$ cat src/hdl/ptgs_pkg.sv
// Shared types, constants and the log2 fraction table generator for the
// peak-tracking gain slew block. No dependencies.
`default_nettype none

package ptgs_pkg;

  localparam int SAMPLE_W   = 16;
  localparam int PEAK_W     = 15;
  localparam int GAIN_W     = 21;
  localparam int RATE_W     = 16;
  localparam int CFG_IDX_W  = 8;
  localparam int CFG_DATA_W = 16;
  localparam int RATE_SHIFT = 8;
  localparam int LOG_D_W    = 20;
  localparam int DBO_W      = 19;
  localparam int PROD_W     = LOG_D_W + DBO_W;

  localparam logic [CFG_IDX_W-1:0] REG_RISE_RATE = CFG_IDX_W'(0);
  localparam logic [CFG_IDX_W-1:0] REG_FALL_RATE = CFG_IDX_W'(1);

  localparam logic [PEAK_W-1:0]   PEAK_LIMIT        = 15'h7FFF;
  // 15.0 in Q16: log2 of full scale (32768).
  localparam logic [LOG_D_W-1:0]  LOG_FULL_SCALE    = 20'hF0000;
  // round(20*log10(2) * 2^16): dB per octave in Q16.
  localparam logic [DBO_W-1:0]    DB_PER_OCTAVE_Q16 = 19'd394566;
  localparam logic [PROD_W-1:0]   PROD_ROUND        = PROD_W'(32768);
  localparam logic signed [23:0]  HEADROOM_Q16      = 24'sd131072;
  localparam logic signed [23:0]  GAIN_CEILING_Q16  = 24'sd786432;

  // Result of the peak tracker, one per accepted sample.
  typedef struct packed {
    logic              valid;
    logic              last;
    logic              rose;
    logic [PEAK_W-1:0] peak;
  } blk_t;

  // Target candidate leaving the log/multiply pipeline.
  typedef struct packed {
    logic                     valid;
    logic                     last;
    logic                     rose;
    logic [PEAK_W-1:0]        peak;
    logic signed [GAIN_W-1:0] cand;
  } tgt_t;

  // log2(1 + idx/2^fbits) in Q16, found bit by bit through repeated squaring
  // in Q30. Only ever called with constant arguments to build a table.
  function automatic logic [15:0] frac_log2_q16(input int unsigned idx,
                                                input int unsigned fbits);
    logic [63:0] x;
    logic [17:0] r;
    logic [18:0] rr;
    x = (64'd1 << 30) + (64'(idx) << (30 - fbits));
    r = '0;
    for (int k = 0; k < 18; k++) begin
      x = (x * x) >> 30;
      r = {r[16:0], 1'b0};
      if (x >= (64'd1 << 31)) begin
        x = x >> 1;
        r[0] = 1'b1;
      end
    end
    rr = 19'(r) + 19'd2;
    return rr[17:2];
  endfunction

endpackage

`default_nettype wire

$ cat src/hdl/ptgs_in_if.sv
// Sample request channel: valid/ready plus one audio sample and block marker.
// Depends on ptgs_pkg.
`default_nettype none

interface ptgs_in_if import ptgs_pkg::*; ();
  logic                       valid;
  logic                       ready;
  logic signed [SAMPLE_W-1:0] sample;
  logic                       last_in_block;

  modport source (output valid, sample, last_in_block, input ready);
  modport sink   (input valid, sample, last_in_block, output ready);
endinterface

`default_nettype wire

$ cat src/hdl/ptgs_out_if.sv
// Result request channel: valid/ready plus gain and held peak.
// Depends on ptgs_pkg.
`default_nettype none

interface ptgs_out_if import ptgs_pkg::*; ();
  logic                     valid;
  logic                     ready;
  logic signed [GAIN_W-1:0] gain_db;
  logic [PEAK_W-1:0]        held_peak;

  modport source (output valid, gain_db, held_peak, input ready);
  modport sink   (input valid, gain_db, held_peak, output ready);
endinterface

`default_nettype wire

$ cat src/hdl/ptgs_cfg_if.sv
// Configuration write channel: valid/ready plus register index and data.
// Depends on ptgs_pkg.
`default_nettype none

interface ptgs_cfg_if import ptgs_pkg::*; ();
  logic                  valid;
  logic                  ready;
  logic [CFG_IDX_W-1:0]  index;
  logic [CFG_DATA_W-1:0] data;

  modport source (output valid, index, data, input ready);
  modport sink   (input valid, index, data, output ready);
endinterface

`default_nettype wire

$ cat src/hdl/ptgs_track.sv
// Input register, sample magnitude, block peak, block length and running peak.
// Depends on ptgs_pkg.
`default_nettype none

module ptgs_track import ptgs_pkg::*; #(
  parameter int MAX_BLOCK = 4096,
  parameter int N_W       = 13
) (
  input  wire logic                       clk,
  input  wire logic                       rst,
  input  wire logic                       adv,
  input  wire logic                       in_valid,
  input  wire logic signed [SAMPLE_W-1:0] in_sample,
  input  wire logic                       in_last,
  output blk_t                            blk,
  output logic [N_W-1:0]                  blk_n
);

  logic                       a_valid;
  logic signed [SAMPLE_W-1:0] a_sample;
  logic                       a_last;

  logic [PEAK_W-1:0] running_peak;
  logic [PEAK_W-1:0] block_peak;
  logic [N_W-1:0]    block_length;

  logic [SAMPLE_W-1:0] neg;
  logic [PEAK_W-1:0]   mag;
  logic [PEAK_W-1:0]   bp_new;
  logic [PEAK_W-1:0]   peak;
  logic [N_W-1:0]      n;

  always_comb begin
    neg = SAMPLE_W'(0) - SAMPLE_W'(a_sample);
    if (a_sample[SAMPLE_W-1]) begin
      // The most negative sample has no positive twin and saturates.
      mag = neg[SAMPLE_W-1] ? PEAK_LIMIT : neg[PEAK_W-1:0];
    end else begin
      mag = a_sample[PEAK_W-1:0];
    end
    bp_new = (mag > block_peak) ? mag : block_peak;
    peak   = (bp_new > running_peak) ? bp_new : running_peak;
    n      = (block_length >= N_W'(MAX_BLOCK)) ? N_W'(MAX_BLOCK) : block_length + N_W'(1);
  end

  // Control and state are reset; the data fields simply follow the stage.
  always_ff @(posedge clk) begin
    if (adv) begin
      a_sample <= in_sample;
      a_last   <= in_last;
      blk.last <= a_last;
      blk.rose <= (peak != running_peak);
      blk.peak <= peak;
      blk_n    <= n;
    end
    if (rst) begin
      a_valid      <= 1'b0;
      running_peak <= '0;
      block_peak   <= '0;
      block_length <= '0;
      blk.valid    <= 1'b0;
    end else if (adv) begin
      a_valid   <= in_valid;
      blk.valid <= a_valid;
      if (a_valid) begin
        if (a_last) begin
          running_peak <= peak;
          block_peak   <= '0;
          block_length <= '0;
        end else begin
          block_peak   <= bp_new;
          block_length <= n;
        end
      end
    end
  end

endmodule

`default_nettype wire

$ cat src/hdl/ptgs_target.sv
// Target gain pipeline: leading one and log2 table, dB scaling multiply,
// rounding and clamp; also the per-block slew limits. Depends on ptgs_pkg.
`default_nettype none

module ptgs_target import ptgs_pkg::*; #(
  parameter int LOG_FRACTION_BITS = 8,
  parameter int N_W               = 13,
  parameter int UP_W              = 21
) (
  input  wire logic              clk,
  input  wire logic              rst,
  input  wire logic              adv,
  input  wire blk_t              blk,
  input  wire logic [N_W-1:0]    blk_n,
  input  wire logic [RATE_W-1:0] rise_rate,
  input  wire logic [RATE_W-1:0] fall_rate,
  output tgt_t                   tgt,
  output logic [UP_W-1:0]        up,
  output logic [UP_W-1:0]        down
);

  localparam int TAB_SIZE = 1 << LOG_FRACTION_BITS;
  localparam int MUL_W    = RATE_W + N_W;

  logic [15:0] log_rom [TAB_SIZE];

  for (genvar i = 0; i < TAB_SIZE; i++) begin : g_rom
    assign log_rom[i] = frac_log2_q16(i, LOG_FRACTION_BITS);
  end

  // Stage C: log2 of the peak, and the slew limits.
  logic [3:0]                   lead;
  logic [PEAK_W-1:0]            norm;
  logic [LOG_FRACTION_BITS-1:0] idx;
  logic [LOG_D_W-1:0]           log_d;
  logic [MUL_W-1:0]             up_full;
  logic [MUL_W-1:0]             dn_full;

  always_comb begin
    lead = '0;
    for (int b = 1; b < PEAK_W; b++) begin
      if (blk.peak[b]) lead = 4'(b);
    end
    norm    = blk.peak << (4'd14 - lead);
    idx     = norm[PEAK_W-2 -: LOG_FRACTION_BITS];
    log_d   = LOG_FULL_SCALE - {lead, log_rom[idx]};
    up_full = MUL_W'(rise_rate) * MUL_W'(blk_n);
    dn_full = MUL_W'(fall_rate) * MUL_W'(blk_n);
  end

  logic               c_valid, c_last, c_rose, c_zero;
  logic [PEAK_W-1:0]  c_peak;
  logic [LOG_D_W-1:0] c_d;
  logic [UP_W-1:0]    c_up, c_dn;

  // Stage D: scale octaves to dB.
  logic               d_valid, d_last, d_rose, d_zero;
  logic [PEAK_W-1:0]  d_peak;
  logic [PROD_W-1:0]  d_prod;
  logic [UP_W-1:0]    d_up, d_dn;

  // Stage E: round, remove headroom, clamp.
  logic [PROD_W-1:0]   rounded;
  logic signed [23:0]  g;
  logic signed [GAIN_W-1:0] cand;

  always_comb begin
    rounded = d_prod + PROD_ROUND;
    g       = $signed({1'b0, rounded[PROD_W-1:16]}) - HEADROOM_Q16;
    if (d_zero || g > GAIN_CEILING_Q16) begin
      cand = GAIN_W'(GAIN_CEILING_Q16);
    end else begin
      cand = g[GAIN_W-1:0];
    end
  end

  // Valid bits are reset; the data fields simply follow their stage.
  always_ff @(posedge clk) begin
    if (adv) begin
      c_last   <= blk.last;
      c_rose   <= blk.rose;
      c_zero   <= (blk.peak == '0);
      c_peak   <= blk.peak;
      c_d      <= log_d;
      c_up     <= up_full[MUL_W-1:RATE_SHIFT];
      c_dn     <= dn_full[MUL_W-1:RATE_SHIFT];

      d_last   <= c_last;
      d_rose   <= c_rose;
      d_zero   <= c_zero;
      d_peak   <= c_peak;
      d_prod   <= PROD_W'(c_d) * PROD_W'(DB_PER_OCTAVE_Q16);
      d_up     <= c_up;
      d_dn     <= c_dn;

      tgt.last <= d_last;
      tgt.rose <= d_rose;
      tgt.peak <= d_peak;
      tgt.cand <= cand;
      up       <= d_up;
      down     <= d_dn;
    end
    if (rst) begin
      c_valid   <= 1'b0;
      d_valid   <= 1'b0;
      tgt.valid <= 1'b0;
    end else if (adv) begin
      c_valid   <= blk.valid;
      d_valid   <= c_valid;
      tgt.valid <= d_valid;
    end
  end

endmodule

`default_nettype wire

$ cat src/hdl/ptgs_slew.sv
// Target and present gain registers, slew step and the result register.
// Depends on ptgs_pkg.
`default_nettype none

module ptgs_slew import ptgs_pkg::*; #(
  parameter int UP_W = 21
) (
  input  wire logic                clk,
  input  wire logic                rst,
  input  wire logic                adv,
  input  wire tgt_t                tgt,
  input  wire logic [UP_W-1:0]     up,
  input  wire logic [UP_W-1:0]     down,
  output logic                     res_valid,
  output logic signed [GAIN_W-1:0] res_gain,
  output logic [PEAK_W-1:0]        res_peak
);

  localparam int CW = ((UP_W + 1 > GAIN_W) ? UP_W + 1 : GAIN_W) + 1;

  logic signed [GAIN_W-1:0] target_gain;
  logic signed [GAIN_W-1:0] present_gain;
  logic signed [GAIN_W-1:0] tgt_now;
  logic signed [GAIN_W-1:0] present_next;
  logic signed [CW-1:0]     cur_x, tgt_x, up_x, dn_x, sum_x;

  always_comb begin
    tgt_now = tgt.rose ? tgt.cand : target_gain;
    cur_x   = CW'(present_gain);
    tgt_x   = CW'(tgt_now);
    up_x    = $signed(CW'(up));
    dn_x    = $signed(CW'(down));
    if (cur_x < tgt_x - up_x) begin
      sum_x = cur_x + up_x;
    end else if (cur_x > tgt_x + dn_x) begin
      sum_x = cur_x - dn_x;
    end else begin
      sum_x = tgt_x;
    end
    present_next = sum_x[GAIN_W-1:0];
  end

  always_ff @(posedge clk) begin
    if (rst) begin
      target_gain  <= '0;
      present_gain <= '0;
      res_valid    <= 1'b0;
    end else if (adv) begin
      res_valid <= tgt.valid && tgt.last;
      if (tgt.valid && tgt.last) begin
        target_gain  <= tgt_now;
        present_gain <= present_next;
      end
    end
  end

  always_ff @(posedge clk) begin
    if (adv && tgt.valid && tgt.last) begin
      res_gain <= present_next;
      res_peak <= tgt.peak;
    end
  end

endmodule

`default_nettype wire

$ cat src/hdl/peak_tracking_gain_slew.sv
// Peak-tracking gain slew: one sample request accepted per cycle, except
// while a result is held unread in the result register. A block's result
// request passes the input register, peak tracker, log lookup, dB multiply,
// round/clamp and slew into the result register before result.valid rises.
// Reset (rst, synchronous) clears peaks, block length, gains and both rates.
// Depends on ptgs_pkg, the three channel interfaces and the ptgs_* stages.
`default_nettype none

module peak_tracking_gain_slew import ptgs_pkg::*; #(
  parameter int MAX_BLOCK         = 4096,
  parameter int LOG_FRACTION_BITS = 8
) (
  input  wire logic clk,
  input  wire logic rst,
  ptgs_cfg_if.sink  cfg,
  ptgs_in_if.sink   stream,
  ptgs_out_if.source result
);

  // Block length counter width: it must hold MAX_BLOCK itself.
  localparam int N_W  = $clog2(MAX_BLOCK + 1);
  // Slew limit per block: rate times length, dropping eight fraction bits.
  localparam int UP_W = RATE_W + N_W - RATE_SHIFT;

  // The whole pipeline moves as one. It only stops when a finished result is
  // still held in the result register and the sink is not taking it, so a
  // result leaving and a new sample arriving can share the same edge.
  logic adv;
  assign adv          = !result.valid || result.ready;
  assign stream.ready = adv;

  // Configuration writes are always taken; unknown indexes fall through.
  logic [RATE_W-1:0] rise_rate;
  logic [RATE_W-1:0] fall_rate;

  assign cfg.ready = 1'b1;

  always_ff @(posedge clk) begin
    if (rst) begin
      rise_rate <= '0;
      fall_rate <= '0;
    end else if (cfg.valid && cfg.ready) begin
      case (cfg.index)
        REG_RISE_RATE: rise_rate <= cfg.data;
        REG_FALL_RATE: fall_rate <= cfg.data;
        default: ;
      endcase
    end
  end

  blk_t           blk;
  logic [N_W-1:0] blk_n;
  tgt_t           tgt;
  logic [UP_W-1:0] up;
  logic [UP_W-1:0] down;

  // Sample magnitude, per-block peak and length, running peak.
  ptgs_track #(
    .MAX_BLOCK (MAX_BLOCK),
    .N_W       (N_W)
  ) u_track (
    .clk       (clk),
    .rst       (rst),
    .adv       (adv),
    .in_valid  (stream.valid),
    .in_sample (stream.sample),
    .in_last   (stream.last_in_block),
    .blk       (blk),
    .blk_n     (blk_n)
  );

  // Log2 of the peak, conversion to dB with headroom and ceiling, and the
  // rise/fall limits for this block.
  ptgs_target #(
    .LOG_FRACTION_BITS (LOG_FRACTION_BITS),
    .N_W               (N_W),
    .UP_W              (UP_W)
  ) u_target (
    .clk       (clk),
    .rst       (rst),
    .adv       (adv),
    .blk       (blk),
    .blk_n     (blk_n),
    .rise_rate (rise_rate),
    .fall_rate (fall_rate),
    .tgt       (tgt),
    .up        (up),
    .down      (down)
  );

  // Present gain steps toward the target; only final samples of a block
  // produce a result request.
  ptgs_slew #(
    .UP_W (UP_W)
  ) u_slew (
    .clk       (clk),
    .rst       (rst),
    .adv       (adv),
    .tgt       (tgt),
    .up        (up),
    .down      (down),
    .res_valid (result.valid),
    .res_gain  (result.gain_db),
    .res_peak  (result.held_peak)
  );

endmodule

`default_nettype wire

$ cat src/flat_wrapper.sv
// flat-port wrapper written by rule: the top's interface ports become plain ports
module peak_tracking_gain_slew_flat import ptgs_pkg::*;
#(
  parameter int MAX_BLOCK         = 4096,
  parameter int LOG_FRACTION_BITS = 8
)
  (clk, rst, cfg_valid, cfg_index, cfg_data, cfg_ready, stream_valid, stream_sample, stream_last_in_block, stream_ready, result_valid, result_gain_db, result_held_peak, result_ready);
  ptgs_cfg_if cfg_i ();
  ptgs_in_if stream_i ();
  ptgs_out_if result_i ();
  input  wire logic clk;
  input  wire logic rst;
  input wire logic [$bits(cfg_i.valid)-1:0] cfg_valid;
  input wire logic [$bits(cfg_i.index)-1:0] cfg_index;
  input wire logic [$bits(cfg_i.data)-1:0] cfg_data;
  output wire logic [$bits(cfg_i.ready)-1:0] cfg_ready;
  input wire logic [$bits(stream_i.valid)-1:0] stream_valid;
  input wire logic [$bits(stream_i.sample)-1:0] stream_sample;
  input wire logic [$bits(stream_i.last_in_block)-1:0] stream_last_in_block;
  output wire logic [$bits(stream_i.ready)-1:0] stream_ready;
  output wire logic [$bits(result_i.valid)-1:0] result_valid;
  output wire logic [$bits(result_i.gain_db)-1:0] result_gain_db;
  output wire logic [$bits(result_i.held_peak)-1:0] result_held_peak;
  input wire logic [$bits(result_i.ready)-1:0] result_ready;
  assign cfg_i.valid = cfg_valid;
  assign cfg_i.index = cfg_index;
  assign cfg_i.data = cfg_data;
  assign cfg_ready = cfg_i.ready;
  assign stream_i.valid = stream_valid;
  assign stream_i.sample = stream_sample;
  assign stream_i.last_in_block = stream_last_in_block;
  assign stream_ready = stream_i.ready;
  assign result_valid = result_i.valid;
  assign result_gain_db = result_i.gain_db;
  assign result_held_peak = result_i.held_peak;
  assign result_i.ready = result_ready;
  peak_tracking_gain_slew #(.MAX_BLOCK(MAX_BLOCK), .LOG_FRACTION_BITS(LOG_FRACTION_BITS)) u_core (.clk(clk), .rst(rst), .cfg(cfg_i), .stream(stream_i), .result(result_i));
endmodule
$ cat config.mk
export PLATFORM = sky130hd
export DESIGN_NAME = peak_tracking_gain_slew_flat
export DESIGN_NICKNAME = d
export VERILOG_FILES = /design/src/hdl/ptgs_pkg.sv /design/src/hdl/ptgs_in_if.sv /design/src/hdl/ptgs_out_if.sv /design/src/hdl/ptgs_cfg_if.sv /design/src/hdl/ptgs_track.sv /design/src/hdl/ptgs_target.sv /design/src/hdl/ptgs_slew.sv /design/src/hdl/peak_tracking_gain_slew.sv /design/src/flat_wrapper.sv
export SDC_FILE = /design/constraint.sdc
export NUM_CORES = 2
export LEC_CHECK = 0
export BUFFER_PORTS_ARGS = -buffer_cell sky130_fd_sc_hd__buf_2
export CAP_MARGIN = 20
export CORE_ASPECT_RATIO = 0.75
export CORE_MARGIN = 2
export CORE_UTILIZATION = 40
export DETAILED_ROUTE_END_ITERATION = 7
export PLACE_DENSITY_LB_ADDON = 0.08
export SYNTH_ARGS = -nofsm -noshare
export SYNTH_HDL_FRONTEND = slang
export SYNTH_HIERARCHICAL = 1
export SYNTH_SLANG_ARGS = --single-unit
$ cat constraint.sdc
create_clock -name clk -period 26 [get_ports clk]
set_clock_uncertainty 0.05 [all_clocks]
set_input_delay 5.2 -clock clk [delete_from_list [all_inputs] [get_ports clk]]
set_output_delay 5.2 -clock clk [all_outputs]
set_load 0.1 [all_outputs]
==> metrics.log <==
[metrics] effective utilization at floorplan: 0.404
[metrics] antenna violations before repair: 4
[metrics] total congestion overflow: 0
[metrics] Post-synth EDFFs: 327
[metrics] CTS tree: yes
[metrics] Max Clk Rate: 87.8 MHz
[metrics] remaining routing DRC violations: 0
[metrics] multi-input combinational cell area: 31,000 µm²
[metrics] share of synthesized area occupied by flip-flops and latches: 0.262
[metrics] synthesized instance count: 4,968
[metrics] average footprint of a synthesized cell: 9.43 µm²
[metrics] final setup fails: 0
[metrics] number of top-level pins: 85
[metrics] summed negative setup slack over all endpoints: 0 ns
[metrics] registers with the most flip-flops: u_core/u_target/tgt: 39 flops, u_core/u_target/d_prod: 24 flops
[metrics] number of H-tree levels: 2
[metrics] total wire length after detailed routing: 146,000 µm
[metrics] clock transition at the registers of the reported paths: 0.06 ns
[metrics] endpoints failing hold: 0
[metrics] footprint of the flip-flops and latches: 12,300 µm²
[metrics] quantity of hold-fixing buffers added after cts: 0
[metrics] first drt pass iteration count: 6
[metrics] setup slack after layout: 14.61 ns
[metrics] Post-synth ARST share: 0
[metrics] core occupancy in the finished layout: 0.434
[metrics] Inserted Clock Buffers: 48
[metrics] height of the chip: 300 µm
[metrics] Die W: 399 µm
[metrics] count of input and output buffers: 83
[metrics] Mapped Nets: 5,889
[metrics] Inserted Diodes: 0
[metrics] final net count: 5,855
[metrics] number of flip-flops under the largest register name: 39
[metrics] category of the most critical setup path: input port to output pin
[metrics] via count: 36,400
[metrics] Req. time, crit path: 20.75 ns
[metrics] period utilisation layout: 0.438
[metrics] critical path launch point type: input port
[metrics] detail-routed net length per standard cell: 22.4 µm
[metrics] share of post-route cells with drive strength above 1: 0.0807
[metrics] Period minus WS final: 11.39 ns
[metrics] Root Driver: clkbuf_16
[metrics] post-cts gate resize count: 0
[metrics] Seq cells post-synth: 450
[metrics] largest reg by FF count: u_core/u_target/tgt
[metrics] Area growth syn-to-layout: 7.37%
[metrics] final weighted congestion in routability-driven placement: 0.959
[metrics] clock sink count: 450
[metrics] critical path capture point type: output pin
[metrics] number of global-route vias before repair: 35,600
[metrics] class of the most critical hold timing path: flip-flop to flip-flop
[metrics] mapped cell area: 46,800 µm²
[metrics] setup bufs post-CTS: 0
[metrics] largest net degree at the start of global routing: 82
[metrics] minimum setup slack after placement: 14.59 ns
[metrics] overall fraction of global-route tracks in use: 0.244
[metrics] slew at the pin with the worst max-slew slack: 1.13 ns
[metrics] critical path arrival: 6.14 ns
[metrics] DR vias/cell: 5.59
[metrics] violation count after the first detailed-route iteration: 3,394
[metrics] fillers: 11,400
[metrics] Clk Latency, worst-skew pair: 0.64 ns
[metrics] number of core rows: 108
[metrics] outcome: finished clean
[metrics] Maximum Capacitance Violations: 0
[metrics] RSZ-0062 raised after global routing: false
[metrics] number of distinct library cells after synthesis: 137
[metrics] die footprint: 120,000 µm²
[metrics] DRT antenna net count: 0
[metrics] most common flop cell mapped by yosys: edfxtp_1
[metrics] max_slew headroom: 0.247
[metrics] placeable core area: 116,000 µm²
[metrics] fin. max-slew vios: 0
[metrics] Synthesis Warnings: 6
[metrics] first-pass GRT wire length: 225,000 µm
[metrics] clock buffer depth: 3
[metrics] maximum fanout encountered on the critical timing path: 12
[metrics] half-perimeter wire length after detailed placement: 111,000 µm
==> through the flow <==
step | std cells | hold WS [ns] | area, µm²
2_1_floorplan | 4968 | 0.350 | 46800
3_3_place_gp | 6424 | 0.350 | 48600
3_5_place_dp | 6424 | 0.355 | 48600
4_1_cts | 6512 | 0.363 | 50300
5_1_grt | 6512 | 0.371 | 50300
6_report | 6512 | 0.357 | 50300
==> per-layer routing <==
metal | global-route usage | wire length (µm)
met4 | 0.0450 | 2540
met2 | 0.316 | 54300
met5 | 0.00278 | 52
met3 | 0.0584 | 12200
met1 | 0.402 | 76800
==> placed cells by master (no fill, tap or decap), drive strengths merged, types with 56 or more instances in the layout <==
master	instances
nor3	120
nand3	104
mux2i	92
a21oi	227
o21ai	159
nor2	331
clkbuf	56
ha	499
fa	376
a211oi	63
and2	154
edfxtp	327
xor2	58
buf	163
dfxtp	123
nand2b	76
xnor2	125
nand2	488
inv	632
==> cells in the mapped netlist, drive strengths merged (12+ instances only) <==
master / count / area [µm²]
nand4: 28 / 190
mux2i: 92 / 937
and3: 41 / 259
nor3: 120 / 642
nor2: 331 / 1280
nand3b: 14 / 109
or2: 20 / 125
fa: 376 / 7530
or4: 12 / 106
a21o: 52 / 390
a221oi: 14 / 135
buf: 107 / 702
mux2: 30 / 342
a211oi: 63 / 493
o21a: 25 / 188
a311oi: 33 / 313
xor2: 58 / 508
o21ai: 159 / 807
nor4: 29 / 233
nor2b: 29 / 189
o221ai: 13 / 114
nand2: 488 / 1840
nand3: 104 / 538
edfxtp: 327 / 9820
ha: 499 / 6240
dfxtp: 123 / 2460
o22ai: 18 / 133
a2111oi: 20 / 225
clkbuf: 140 / 526
a31oi: 48 / 343
o21bai: 13 / 97.6
o211ai: 52 / 433
and2: 154 / 963
o2111ai: 18 / 164
xnor2: 125 / 1090
inv: 626 / 2350
a211o: 19 / 166
o31ai: 25 / 201
a21oi: 227 / 1140
nand2b: 76 / 475
a22oi: 34 / 255
a32oi: 13 / 121
or3: 21 / 131
==> cell type report <==
| class | instances | area share |
|---|---|---|
| Clock inverter | 32 | 0.00841 |
| Inverter | 628 | 0.0470 |
| Tap cell | 1540 | 0.0383 |
| Clock buffer | 56 | 0.0253 |
| Sequential cell | 450 | 0.244 |
| Multi-Input combinational cell | 3643 | 0.617 |
| Timing Repair Buffer | 163 | 0.0202 |
==> cell families (layout without fill, tap and decap cells) <==
family	Yosys count	after routing	share of synthesized area
simple gates	1490	1490	0.156
compound gates	968	968	0.149
fa+ha+maj	879	879	0.295
other cells	1	1	0.0000800
xor+xnor	183	183	0.0342
buf+inv	875	879	0.0766
flops	450	450	0.262
mux	122	122	0.0273
==> worst max-delay path: stages <==
cell	delay, ns
buf_2	0.07
nand2b_4	0.33
buf_2	0.50
==> final timing paths <==
check | start | end | slack, ns | cells past startpoint
max | result_ready | stream_ready | 14.61 | 3
min reg2reg | u_core/u_target/d_dn[20] | u_core/u_target/down[20] | 0.36 | 0
min | u_core/u_target/d_dn[20] | u_core/u_target/down[20] | 0.36 | 0
max reg2reg | u_core/u_track/blk[13] | u_core/u_target/c_d[18] | 16.95 | 25
Power is not shown: default switching activity piles up to over one toggle a cycle in this logic, so the estimate is an artifact.
